--- src/rtl/tpeq_pkg.sv ---
// Shared types and constants for the two-priority event queue.
`default_nettype none

package tpeq_pkg;

	// Field widths
	localparam int CODE_W  = 8;
	localparam int PARAM_W = 16;
	localparam int ENTRY_W = CODE_W + PARAM_W;
	localparam int COUNT_W = 6;

	// Operation codes
	typedef enum logic [1:0] {
		FUNC_PUSH  = 2'd0,
		FUNC_POP   = 2'd1,
		FUNC_CLEAR = 2'd2,
		FUNC_EMPTY = 2'd3
	} func_t;

	// Queue select codes
	localparam logic PRI_HIGH = 1'b0;
	localparam logic PRI_LOW  = 1'b1;

endpackage

`default_nettype wire

--- src/rtl/tpeq_ram.sv ---
// Generic single-write, single-read RAM with registered read data.
`default_nettype none

module tpeq_ram #(
	parameter int WIDTH = 24,
	parameter int DEPTH = 32
) (
	input  wire logic                     clk,
	input  wire logic                     we,
	input  wire logic [$clog2(DEPTH)-1:0] waddr,
	input  wire logic [WIDTH-1:0]         wdata,
	input  wire logic                     re,
	input  wire logic [$clog2(DEPTH)-1:0] raddr,
	output logic      [WIDTH-1:0]         rdata
);

	logic [WIDTH-1:0] mem_q [DEPTH];

	// Write port and registered read port; read data holds while re is low
	always_ff @(posedge clk) begin
		if (we) begin
			mem_q[waddr] <= wdata;
		end
		if (re) begin
			rdata <= mem_q[raddr];
		end
	end

endmodule

`default_nettype wire

--- src/rtl/two_priority_event_queue_unit.sv ---
// Top level of the two-priority event queue: pointer control, storage and result stage.
`default_nettype none

// Two ring FIFOs of QUEUE_DEPTH events (8-bit code, signed 16-bit parameter), high and low
// priority, each held in its own RAM with a registered read. For every operation (push, pop,
// clear overflow, empty both), pointers, fill counts and the overflow flag update at the input
// transfer, a push writes its RAM at that edge, and a pop reads the head entry at that edge so
// the data lands together with the result. The block takes one operation per cycle as long as
// the result side takes one per cycle; the single result register stalls the input while its
// result waits. A pop directly after a push to the same queue is safe, since the write
// completes before the next read is issued. Fill counts are reported modulo 64.
module two_priority_event_queue_unit #(
	parameter int QUEUE_DEPTH = 32
) (
	input  wire logic                                  clk,
	input  wire logic                                  arst_n,
	// Operation channel
	input  wire logic                                  in_valid,
	output logic                                       in_ready,
	input  wire logic [1:0]                            func,
	input  wire logic [tpeq_pkg::CODE_W-1:0]           code,
	input  wire logic signed [tpeq_pkg::PARAM_W-1:0]   param,
	input  wire logic                                  priority_req,
	// Result channel
	output logic                                       out_valid,
	input  wire logic                                  out_ready,
	output logic                                       ok,
	output logic      [tpeq_pkg::CODE_W-1:0]           out_code,
	output logic signed [tpeq_pkg::PARAM_W-1:0]        out_param,
	output logic                                       out_priority,
	output logic      [tpeq_pkg::COUNT_W-1:0]          high_count,
	output logic      [tpeq_pkg::COUNT_W-1:0]          low_count,
	output logic                                       overflow
);

	localparam int PTR_W  = $clog2(QUEUE_DEPTH);
	localparam int FILL_W = $clog2(QUEUE_DEPTH + 1);
	localparam logic [PTR_W-1:0]  PTR_LAST = PTR_W'(QUEUE_DEPTH - 1);
	localparam logic [FILL_W-1:0] FILL_MAX = FILL_W'(QUEUE_DEPTH);

	tpeq_pkg::func_t op;

	// Queue state
	logic [PTR_W-1:0]  high_head_q, high_tail_q, low_head_q, low_tail_q;
	logic [FILL_W-1:0] high_fill_q, low_fill_q;
	logic              overflow_q;

	logic [PTR_W-1:0]  high_head_d, high_tail_d, low_head_d, low_tail_d;
	logic [FILL_W-1:0] high_fill_d, low_fill_d;
	logic              overflow_d;

	// Result stage
	logic                      valid_s1;
	logic                      ok_s1;
	logic                      pop_s1;
	logic                      pri_s1;
	logic [FILL_W-1:0]         high_fill_s1, low_fill_s1;
	logic                      overflow_s1;

	logic ok_d, pop_d, pri_d;

	// RAM ports
	logic                          high_we, low_we, high_re, low_re;
	logic [tpeq_pkg::ENTRY_W-1:0]  wdata;
	logic [tpeq_pkg::ENTRY_W-1:0]  high_rdata, low_rdata, sel_rdata;

	logic in_xfer;

	assign op       = tpeq_pkg::func_t'(func);
	assign in_ready = !valid_s1 || out_ready;
	assign in_xfer  = in_valid && in_ready;
	assign wdata    = {code, param};

	// Decode the operation and compute next queue state
	always_comb begin
		high_head_d = high_head_q;
		high_tail_d = high_tail_q;
		low_head_d  = low_head_q;
		low_tail_d  = low_tail_q;
		high_fill_d = high_fill_q;
		low_fill_d  = low_fill_q;
		overflow_d  = overflow_q;
		ok_d        = 1'b0;
		pop_d       = 1'b0;
		pri_d       = tpeq_pkg::PRI_HIGH;
		high_we     = 1'b0;
		low_we      = 1'b0;
		high_re     = 1'b0;
		low_re      = 1'b0;
		if (in_xfer) begin
			unique case (op)
				tpeq_pkg::FUNC_PUSH: begin
					if (priority_req == tpeq_pkg::PRI_LOW) begin
						if (low_fill_q != FILL_MAX) begin
							low_we      = 1'b1;
							low_tail_d  = (low_tail_q == PTR_LAST) ? '0 : low_tail_q + 1'b1;
							low_fill_d  = low_fill_q + 1'b1;
							ok_d        = 1'b1;
						end else begin
							overflow_d  = 1'b1;
						end
					end else begin
						if (high_fill_q != FILL_MAX) begin
							high_we     = 1'b1;
							high_tail_d = (high_tail_q == PTR_LAST) ? '0 : high_tail_q + 1'b1;
							high_fill_d = high_fill_q + 1'b1;
							ok_d        = 1'b1;
						end else begin
							overflow_d  = 1'b1;
						end
					end
				end
				tpeq_pkg::FUNC_POP: begin
					if (high_fill_q != '0) begin
						high_re     = 1'b1;
						high_head_d = (high_head_q == PTR_LAST) ? '0 : high_head_q + 1'b1;
						high_fill_d = high_fill_q - 1'b1;
						ok_d        = 1'b1;
						pop_d       = 1'b1;
						pri_d       = tpeq_pkg::PRI_HIGH;
					end else if (low_fill_q != '0) begin
						low_re      = 1'b1;
						low_head_d  = (low_head_q == PTR_LAST) ? '0 : low_head_q + 1'b1;
						low_fill_d  = low_fill_q - 1'b1;
						ok_d        = 1'b1;
						pop_d       = 1'b1;
						pri_d       = tpeq_pkg::PRI_LOW;
					end
				end
				tpeq_pkg::FUNC_CLEAR: begin
					overflow_d = 1'b0;
					ok_d       = 1'b1;
				end
				tpeq_pkg::FUNC_EMPTY: begin
					high_head_d = '0;
					high_tail_d = '0;
					low_head_d  = '0;
					low_tail_d  = '0;
					high_fill_d = '0;
					low_fill_d  = '0;
					overflow_d  = 1'b0;
					ok_d        = 1'b1;
				end
				default: begin
					ok_d = 1'b0;
				end
			endcase
		end
	end

	// Hold queue pointers, counts and flag
	always_ff @(posedge clk or negedge arst_n) begin
		if (!arst_n) begin
			high_head_q <= '0;
			high_tail_q <= '0;
			low_head_q  <= '0;
			low_tail_q  <= '0;
			high_fill_q <= '0;
			low_fill_q  <= '0;
			overflow_q  <= 1'b0;
		end else begin
			high_head_q <= high_head_d;
			high_tail_q <= high_tail_d;
			low_head_q  <= low_head_d;
			low_tail_q  <= low_tail_d;
			high_fill_q <= high_fill_d;
			low_fill_q  <= low_fill_d;
			overflow_q  <= overflow_d;
		end
	end

	// Advance the result stage on each input transfer, drop it on output transfer
	always_ff @(posedge clk or negedge arst_n) begin
		if (!arst_n) begin
			valid_s1 <= 1'b0;
		end else if (in_xfer) begin
			valid_s1 <= 1'b1;
		end else if (out_ready) begin
			valid_s1 <= 1'b0;
		end
	end

	always_ff @(posedge clk) begin
		if (in_xfer) begin
			ok_s1        <= ok_d;
			pop_s1       <= pop_d;
			pri_s1       <= pri_d;
			high_fill_s1 <= high_fill_d;
			low_fill_s1  <= low_fill_d;
			overflow_s1  <= overflow_d;
		end
	end

	// Event storage
	tpeq_ram #(
		.WIDTH (tpeq_pkg::ENTRY_W),
		.DEPTH (QUEUE_DEPTH)
	) u_high_ram (
		.clk   (clk),
		.we    (high_we),
		.waddr (high_tail_q),
		.wdata (wdata),
		.re    (high_re),
		.raddr (high_head_q),
		.rdata (high_rdata)
	);

	tpeq_ram #(
		.WIDTH (tpeq_pkg::ENTRY_W),
		.DEPTH (QUEUE_DEPTH)
	) u_low_ram (
		.clk   (clk),
		.we    (low_we),
		.waddr (low_tail_q),
		.wdata (wdata),
		.re    (low_re),
		.raddr (low_head_q),
		.rdata (low_rdata)
	);

	// Select popped entry, zero when nothing was popped
	assign sel_rdata = !pop_s1 ? '0 :
		((pri_s1 == tpeq_pkg::PRI_LOW) ? low_rdata : high_rdata);

	assign out_valid    = valid_s1;
	assign ok           = ok_s1;
	assign out_code     = sel_rdata[tpeq_pkg::ENTRY_W-1:tpeq_pkg::PARAM_W];
	assign out_param    = sel_rdata[tpeq_pkg::PARAM_W-1:0];
	assign out_priority = pop_s1 && pri_s1;
	assign high_count   = tpeq_pkg::COUNT_W'(high_fill_s1);
	assign low_count    = tpeq_pkg::COUNT_W'(low_fill_s1);
	assign overflow     = overflow_s1;

	// Fill counts never pass the queue depth
	a_fill_bound: assert property (@(posedge clk) disable iff (!arst_n)
		high_fill_q <= FILL_MAX && low_fill_q <= FILL_MAX)
		else $error("fill count above queue depth");

	// Accepted high push raises the high count by one
	a_push_high: assert property (@(posedge clk) disable iff (!arst_n)
		in_xfer && op == tpeq_pkg::FUNC_PUSH && priority_req == tpeq_pkg::PRI_HIGH &&
		high_fill_q != FILL_MAX |=> high_fill_q == $past(high_fill_q) + 1'b1)
		else $error("high push did not advance fill count");

	// Pop from two empty queues fails and leaves state alone
	a_pop_empty: assert property (@(posedge clk) disable iff (!arst_n)
		in_xfer && op == tpeq_pkg::FUNC_POP && high_fill_q == '0 && low_fill_q == '0
		|=> !ok_s1 && !pop_s1 && high_fill_q == '0 && low_fill_q == '0)
		else $error("pop from empty queues changed state");

	// Empty operation zeroes both counts and the flag
	a_empty: assert property (@(posedge clk) disable iff (!arst_n)
		in_xfer && op == tpeq_pkg::FUNC_EMPTY
		|=> high_fill_q == '0 && low_fill_q == '0 && !overflow_q && ok_s1)
		else $error("empty operation left state behind");

	// Refused push sets the sticky flag
	a_overflow: assert property (@(posedge clk) disable iff (!arst_n)
		in_xfer && op == tpeq_pkg::FUNC_PUSH && !ok_d |=> overflow_q && !ok_s1)
		else $error("refused push did not set overflow");

endmodule

`default_nettype wire
--- config.mk ---
export PLATFORM = sky130hd
export DESIGN_NAME = two_priority_event_queue_unit
export DESIGN_NICKNAME = d
export VERILOG_FILES = /design/src/rtl/tpeq_pkg.sv /design/src/rtl/tpeq_ram.sv /design/src/rtl/two_priority_event_queue_unit.sv
export SDC_FILE = /design/constraint.sdc
export NUM_CORES = 1
export LEC_CHECK = 0
export ABC_CLOCK_PERIOD_IN_PS = 3580
export BUFFER_PORTS_ARGS = -buffer_cell sky130_fd_sc_hd__buf_4
export CELL_PAD_IN_SITES_DETAIL_PLACEMENT = 0
export CELL_PAD_IN_SITES_GLOBAL_PLACEMENT = 1
export CORE_MARGIN = 5
export CORE_UTILIZATION = 35
export CTS_CLUSTER_DIAMETER = 40
export DETAILED_ROUTE_END_ITERATION = 8
export MAX_ROUTING_LAYER = met4
export PLACE_DENSITY = 0.63
export SLEW_MARGIN = 25
export SYNTH_ARGS = -nofsm -noshare
export SYNTH_HDL_FRONTEND = slang
export SYNTH_SLANG_ARGS = --single-unit
export TNS_END_PERCENT = 20
--- constraint.sdc ---
create_clock -name clk -period 3.58 [get_ports clk]
set_clock_uncertainty 0.15 [all_clocks]
set_input_delay 0.895 -clock clk [delete_from_list [all_inputs] [get_ports clk]]
set_output_delay 0.895 -clock clk [all_outputs]
set_load 0.01 [all_outputs]
==> impl_metrics.env, run 1 <==
export IMPL_die_w_um=431
export IMPL_wire_per_inst_um=29.5
export IMPL_grt_util_all_layers=0.182
export IMPL_ys_ff_latch=1634
export IMPL_grt_max_degree=65
export IMPL_dp_hpwl_um=98800
export IMPL_htree_num_levels=4
export IMPL_synth_top_area_cell="edfxtp_1"
export IMPL_clock_path_buffers=3
export IMPL_drc=0
export IMPL_post_cts_buffers=0
export IMPL_drtAntennaViolNets=0
export IMPL_vias=30200
export IMPL_syn_nets=2860
export IMPL_globalplace_congestion=0.845
export IMPL_grt_pass1_wl_um=234000
export IMPL_crit_type="register to primary output"
export IMPL_maxCapViolCount=0
export IMPL_synth_cell_types=60
export IMPL_final_util=0.419
export IMPL_cts_resized=0
export IMPL_ctsHoldBuffers=1
export IMPL_synth_edf_count=1600
export IMPL_area_growth_pct=18.9
export IMPL_setup_viol=0
export IMPL_yosys_warnings=0
export IMPL_vias_per_cell=5.38
export IMPL_layout_drive_gt1_share=0.316
export IMPL_cts_tree="done"
export IMPL_final_max_slew_viol_count=0
export IMPL_p_per_area_nw_per_um2=695
export IMPL_fin_nets=3161
export IMPL_synthTopCellsByArea="edfxtp_1 (77%), mux4_2 (14%), o22ai_1 (2.0%)"
export IMPL_cp_data_arrival_time_ns=2.35
export IMPL_synthArstFlopShare=0.0208
export IMPL_clkTransAtPathRegs_ns=0.06
export IMPL_synth_compound_area_frac=0.0273
export IMPL_clock_fmax_mhz=295
export IMPL_synth_top_family_by_area="multiplexers"
export IMPL_initial_core_util=0.352
export IMPL_muxShareOfSynthArea=0.144
export IMPL_finalHoldViolations=0
export IMPL_rows=154
export IMPL_slew_headroom=0.277
export IMPL_ys_seq_area_frac=0.787
export IMPL_drtIter0Drc=3298
export IMPL_timing_hold_ws_ns=0.206
export IMPL_dieArea_um2=186000
export IMPL_clock_latency_ns=0.79
export IMPL_required_ns=2.53
export IMPL_synth_flop_cell="edfxtp_1"
export IMPL_start_kind="register"
export IMPL_die_h_um=431
export IMPL_synth_adder_area_share=0.00443
export IMPL_avgSynthCellArea_um2=22.1
export IMPL_setup_tns_final_ns=0
export IMPL_clock_root_buffer="clkbuf_16"
export IMPL_first_pass_iters=7
export IMPL_ios=72
export IMPL_port_buffers=71
export IMPL_cts_made_buffers=190
export IMPL_antenna_found_initial=6
export IMPL_synth_simple_area_share=0.0257
export IMPL_overflow=0
export IMPL_period_share=0.948
export IMPL_rsz0062_at_grt="false"
export IMPL_worst_hold_path_type="input pin to register"
export IMPL_routed_wl_um=165000
export IMPL_p_leak_nw=23.1
export IMPL_core_area_um2=176000
export IMPL_peakVddDrop_mv=0.532
export IMPL_worstSetupEndpointType="primary output"
export IMPL_crit_fanout=25
export IMPL_status="finished clean"
export IMPL_min_period_ns=3.39
export IMPL_grt_pass1_vias=30500
export IMPL_synth_xor_area_frac=0.000423
export IMPL_synth_top_cell_area_share=0.773
export IMPL_cts_sinks=1634
export IMPL_syn_area_um2=62100
export IMPL_syn_inst=2807
export IMPL_worst_slew_pin_slew_ns=1.08
==> metrics by stage <==
stage | area [µm²] | power, mW | cells | setup WS (ns)
floorplan | 62100 | 28.2 | 2807 | -0.176
global placement | 67500 | 32.5 | 5254 | 0.431
detailed placement | 67500 | 32.5 | 5254 | 0.419
CTS | 73900 | 51.9 | 5611 | 0.0512
global route | 73900 | 53.2 | 5613 | 0.111
finish | 73900 | 51.4 | 5615 | 0.186
==> state kept, by name (all words and copies together) (netlist names), 5 cells and up <==
name and cells:
low_tail_q 5, low_head_q 5, u_low_ram.mem_q 768, high_tail_q 5, high_count 6, u_high_ram.rdata 24
high_fill_q 6, low_fill_q 6, u_high_ram.mem_q 768, u_low_ram.rdata 24, high_head_q 5, low_count 6
==> critical path, cell delays in order, from the launching register on <==
cell and delay, ns:
edfxtp_1 0.33, buf_4 0.38, mux2i_1 0.46, nor2b_1 0.18
buf_4 0.19
==> final timing paths <==
path / from / slack [ns] / cells past startpoint / endpoint
max in group asynchronous: arst_n / 2.37 / 2 / high_head_q[0]
setup reg to reg: high_head_q[2] / 0.61 / 7 / u_high_ram.rdata[2]
min in group asynchronous: arst_n / 0.50 / 2 / out_valid
hold reg to reg: low_tail_q[1] / 0.43 / 2 / low_tail_q[1]
setup / recovery: pri_s1 / 0.19 / 4 / out_param[14]
hold / removal: in_valid / 0.21 / 2 / out_valid
==> cell type report <==
| cell class | count | area, µm² |
|---|---|---|
| fill | 15200 | 102000 |
| clock buffer | 211 | 4850 |
| tap | 2340 | 2930 |
| sequential | 1634 | 48900 |
| inverter | 17 | 65.1 |
| timing repair buffer | 262 | 2920 |
| multi-input combinational | 1003 | 12700 |
| clock inverter | 145 | 1520 |
| antenna | 3 | 7.51 |
==> Yosys cell counts, types with 3 or more instances <==
master	count
nand2b_1	8
nand3b_1	15
ha_1	22
o21ai_0	27
a22o_1	4
nor2_1	85
dfrtp_1	34
clkbuf_1	91
nor4_1	53
or3b_2	5
mux2i_1	25
buf_1	9
nand2_1	46
or3_1	7
nor2b_1	27
a21oi_1	8
o22ai_1	194
mux4_2	384
a31oi_1	3
nor3_1	11
edfxtp_1	1600
and3_1	5
and2_1	4
buf_2	52
o21ai_1	5
inv_1	15
nand3_1	20
a32oi_1	3
a22oi_1	3
==> where the power goes <==
group / internal [mW] / switching [mW]
Combinational: 4.46 / 5.59
Clock: 11.4 / 7.96
Sequential: 21.4 / 0.489
==> cell families after synthesis <==
family / after synthesis
XOR/XNOR: 3
multiplexers: 411
buffers and inverters: 170
AO/OA/AOI/OAI: 268
flip-flops: 1634
adder cells (fa/ha/maj): 22
AND/OR/NAND/NOR: 299
==> metal layers <==
layer | track usage | up-vias | routed length, µm
li1 | - | 12700 | -
met1 | 0.243 | 16200 | 68800
met2 | 0.289 | 1077 | 81000
met3 | 0.0309 | 257 | 10000
met4 | 0.0581 | 0 | 5590
met5 | - | - | 0
==> placed cells by master (no fill, tap or decap), types with 24 or more instances in the layout <==
cell | netlist | routed
inv_6 | 0 | 24
buf_4 | 0 | 186
nand2_1 | 46 | 46
o22ai_1 | 194 | 194
mux4_2 | 384 | 384
clkinv_2 | 1 | 33
mux2i_1 | 25 | 25
nor2b_1 | 27 | 27
buf_12 | 0 | 74
clkbuf_16 | 0 | 191
dfrtp_1 | 34 | 30
clkinv_1 | 1 | 33
o21ai_0 | 27 | 27
nor4_1 | 53 | 53
edfxtp_1 | 1600 | 1600
nor2_2 | 0 | 65
No activity file was read; power rests on OpenSTA's default activity.
==> inputs of run 2 (changes only) <==
--- a/config.mk
+++ b/config.mk
@@ -5,16 +5,15 @@
 export SDC_FILE = /design/constraint.sdc
 export NUM_CORES = 1
 export LEC_CHECK = 0
-export ABC_CLOCK_PERIOD_IN_PS = 3580
+export ABC_CLOCK_PERIOD_IN_PS = 2700
 export BUFFER_PORTS_ARGS = -buffer_cell sky130_fd_sc_hd__buf_4
 export CELL_PAD_IN_SITES_DETAIL_PLACEMENT = 0
 export CELL_PAD_IN_SITES_GLOBAL_PLACEMENT = 1
-export CORE_MARGIN = 5
 export CORE_UTILIZATION = 35
 export CTS_CLUSTER_DIAMETER = 40
 export DETAILED_ROUTE_END_ITERATION = 8
 export MAX_ROUTING_LAYER = met4
-export PLACE_DENSITY = 0.63
+export PLACE_DENSITY = 0.65
 export SLEW_MARGIN = 25
 export SYNTH_ARGS = -nofsm -noshare
 export SYNTH_HDL_FRONTEND = slang
==> constraint.sdc (replaced) <==
create_clock -name clk -period 2.7 [get_ports clk]
set_clock_uncertainty 0.15 [all_clocks]
set_input_delay 0.675 -clock clk [delete_from_list [all_inputs] [get_ports clk]]
set_output_delay 0.675 -clock clk [all_outputs]
set_load 0.01 [all_outputs]
==> impl_metrics.env, run 2 (synthesis results as in run 1) <==
export IMPL_core_area_um2=176000
export IMPL_wire_per_inst_um=28.5
export IMPL_final_util=0.441
export IMPL_clock_latency_ns=0.80
export IMPL_drtIter0Drc=3509
export IMPL_port_buffers=71
export IMPL_rows=154
export IMPL_cts_tree="done"
export IMPL_total_power_mw=72.2
export IMPL_drc=4
export IMPL_cp_data_arrival_time_ns=2.09
export IMPL_vias_per_cell=5.32
export IMPL_period_share=1.08
export IMPL_setup_viol=25
export IMPL_fill_cells=14800
export IMPL_final_area_um2=77700
export IMPL_layout_drive_gt1_share=0.378
export IMPL_mostFrequentLayoutCells="edfxtp_1 (1600), mux4_2 (384), buf_4 (341)"
export IMPL_finalHoldViolations=0
export IMPL_cts_made_buffers=202
export IMPL_start_kind="register"
export IMPL_reg_top3="u_high_ram.mem_q x768, u_low_ram.mem_q x768"
export IMPL_final_cells=5874
export IMPL_status="complete, but fails checks"
export IMPL_p_per_area_nw_per_um2=929
export IMPL_globalplace_congestion=0.867
export IMPL_dp_hpwl_um=108000
export IMPL_dieArea_um2=179000
export IMPL_first_pass_iters=7
export IMPL_grt_util_all_layers=0.192
export IMPL_grt_pass1_vias=31900
export IMPL_p_leak_nw=24.9
export IMPL_ios=72
export IMPL_failed_checks="design-rule violations, negative setup slack"
export IMPL_area_growth_pct=25.1
export IMPL_crit_fanout=13
export IMPL_crit_type="register to primary output"
export IMPL_maxCapViolCount=0
export IMPL_worstSetupEndpointType="primary output"
export IMPL_die_w_um=423
export IMPL_final_common_cell="edfxtp_1"
export IMPL_placedCellCount=5482
export IMPL_clock_path_buffers=3
export IMPL_clkTransAtPathRegs_ns=0.06
export IMPL_slew_headroom=0.443
export IMPL_initial_core_util=0.352
export IMPL_overflow=0
export IMPL_drtAntennaViolNets=0
export IMPL_setup_tns_final_ns=-4.26
export IMPL_clock_root_buffer="clkbuf_16"
export IMPL_timing_hold_ws_ns=0.145
export IMPL_required_ns=1.88
export IMPL_routed_wl_um=167000
export IMPL_min_period_ns=2.91
export IMPL_grt_max_degree=65
export IMPL_antenna_found_initial=9
export IMPL_dp_slack_ns=-0.239
export IMPL_cts_sinks=1634
export IMPL_final_max_slew_viol_count=0
export IMPL_vias=31200
export IMPL_htree_num_levels=4
export IMPL_clock_fmax_mhz=343
export IMPL_worst_hold_path_type="input pin to register"
export IMPL_post_dp_cell_area_um2=70300
export IMPL_die_h_um=423
export IMPL_rsz0062_at_grt="true"
export IMPL_peakVddDrop_mv=0.688
export IMPL_fin_ws_ns=-0.212
export IMPL_grt_pass1_wl_um=237000
export IMPL_worst_slew_pin_slew_ns=0.828
export IMPL_fin_nets=3406
run 2: cell count changes in the layout (fill, tap and decap cells not counted), moves of 10 or more:
cell       delta
clkbuf_16    +18
inv_8        +13
mux2i_4      +11
nor2_4       +33
nor2_2       -31
mux2i_1      -18
nor2b_1      -10
clkinv_1     -12
buf_12       +74
buf_4       +155
run 2: path summary, 6_finish.rpt:
check	endpoint	cells past startpoint	slack (ns)	start
max	out_param[0]	5	-0.21	pri_s1
min	u_high_ram.mem_q[11][1]	1	0.15	param[1]
max reg2reg	u_low_ram.rdata[12]	7	0.05	low_head_q[0]
min reg2reg	overflow_q	1	0.37	overflow_q
max in group asynchronous	low_head_q[0]	2	1.60	arst_n
min in group asynchronous	high_tail_q[3]	2	0.39	arst_n
run 2: report_power, final:
group          switching [mW]  internal, mW  total (mW)
clock                    11.0          16.9        27.9
sequential              0.393          28.4        28.8
combinational            8.03          7.43        15.5
total                    19.4          52.8        72.2
run 2: routing by layer:
metal / GRT usage / wire (µm)
met3: 0.0313 / 10500
met1: 0.249 / 67900
met5: - / 0
met2: 0.314 / 84800
met4: 0.0522 / 4220
run 2: worst max-delay path, cell delays in order (launching register included):
cell and delay (ns):
edfxtp_1 0.38, buf_4 0.15, buf_12 0.15, mux2i_2 0.33, nor2b_1 0.10, buf_4 0.17
run 2: cell type report:
type,count,area [µm²],area share
antenna,6,15.0,0.000193
timing repair buffer,495,5620,0.0723
inverter,17,65.1,0.000837
tap,2340,2930,0.0377
multi-input combinational,1003,13100,0.169
clock buffer,233,5310,0.0683
clock inverter,146,1740,0.0224
sequential,1634,48900,0.629
run 2: repair_timing:
| item | 4_1_cts | 5_1_grt |
|---|---|---|
| gates cloned | 1 | 1 |
| setup buffers | 3 | 0 |
| hold endpoints to repair | 35 | 0 |
| hold buffers | 2 | 0 |
| gates resized for setup | 42 | 6 |
| setup endpoints to repair | 25 | 97 |
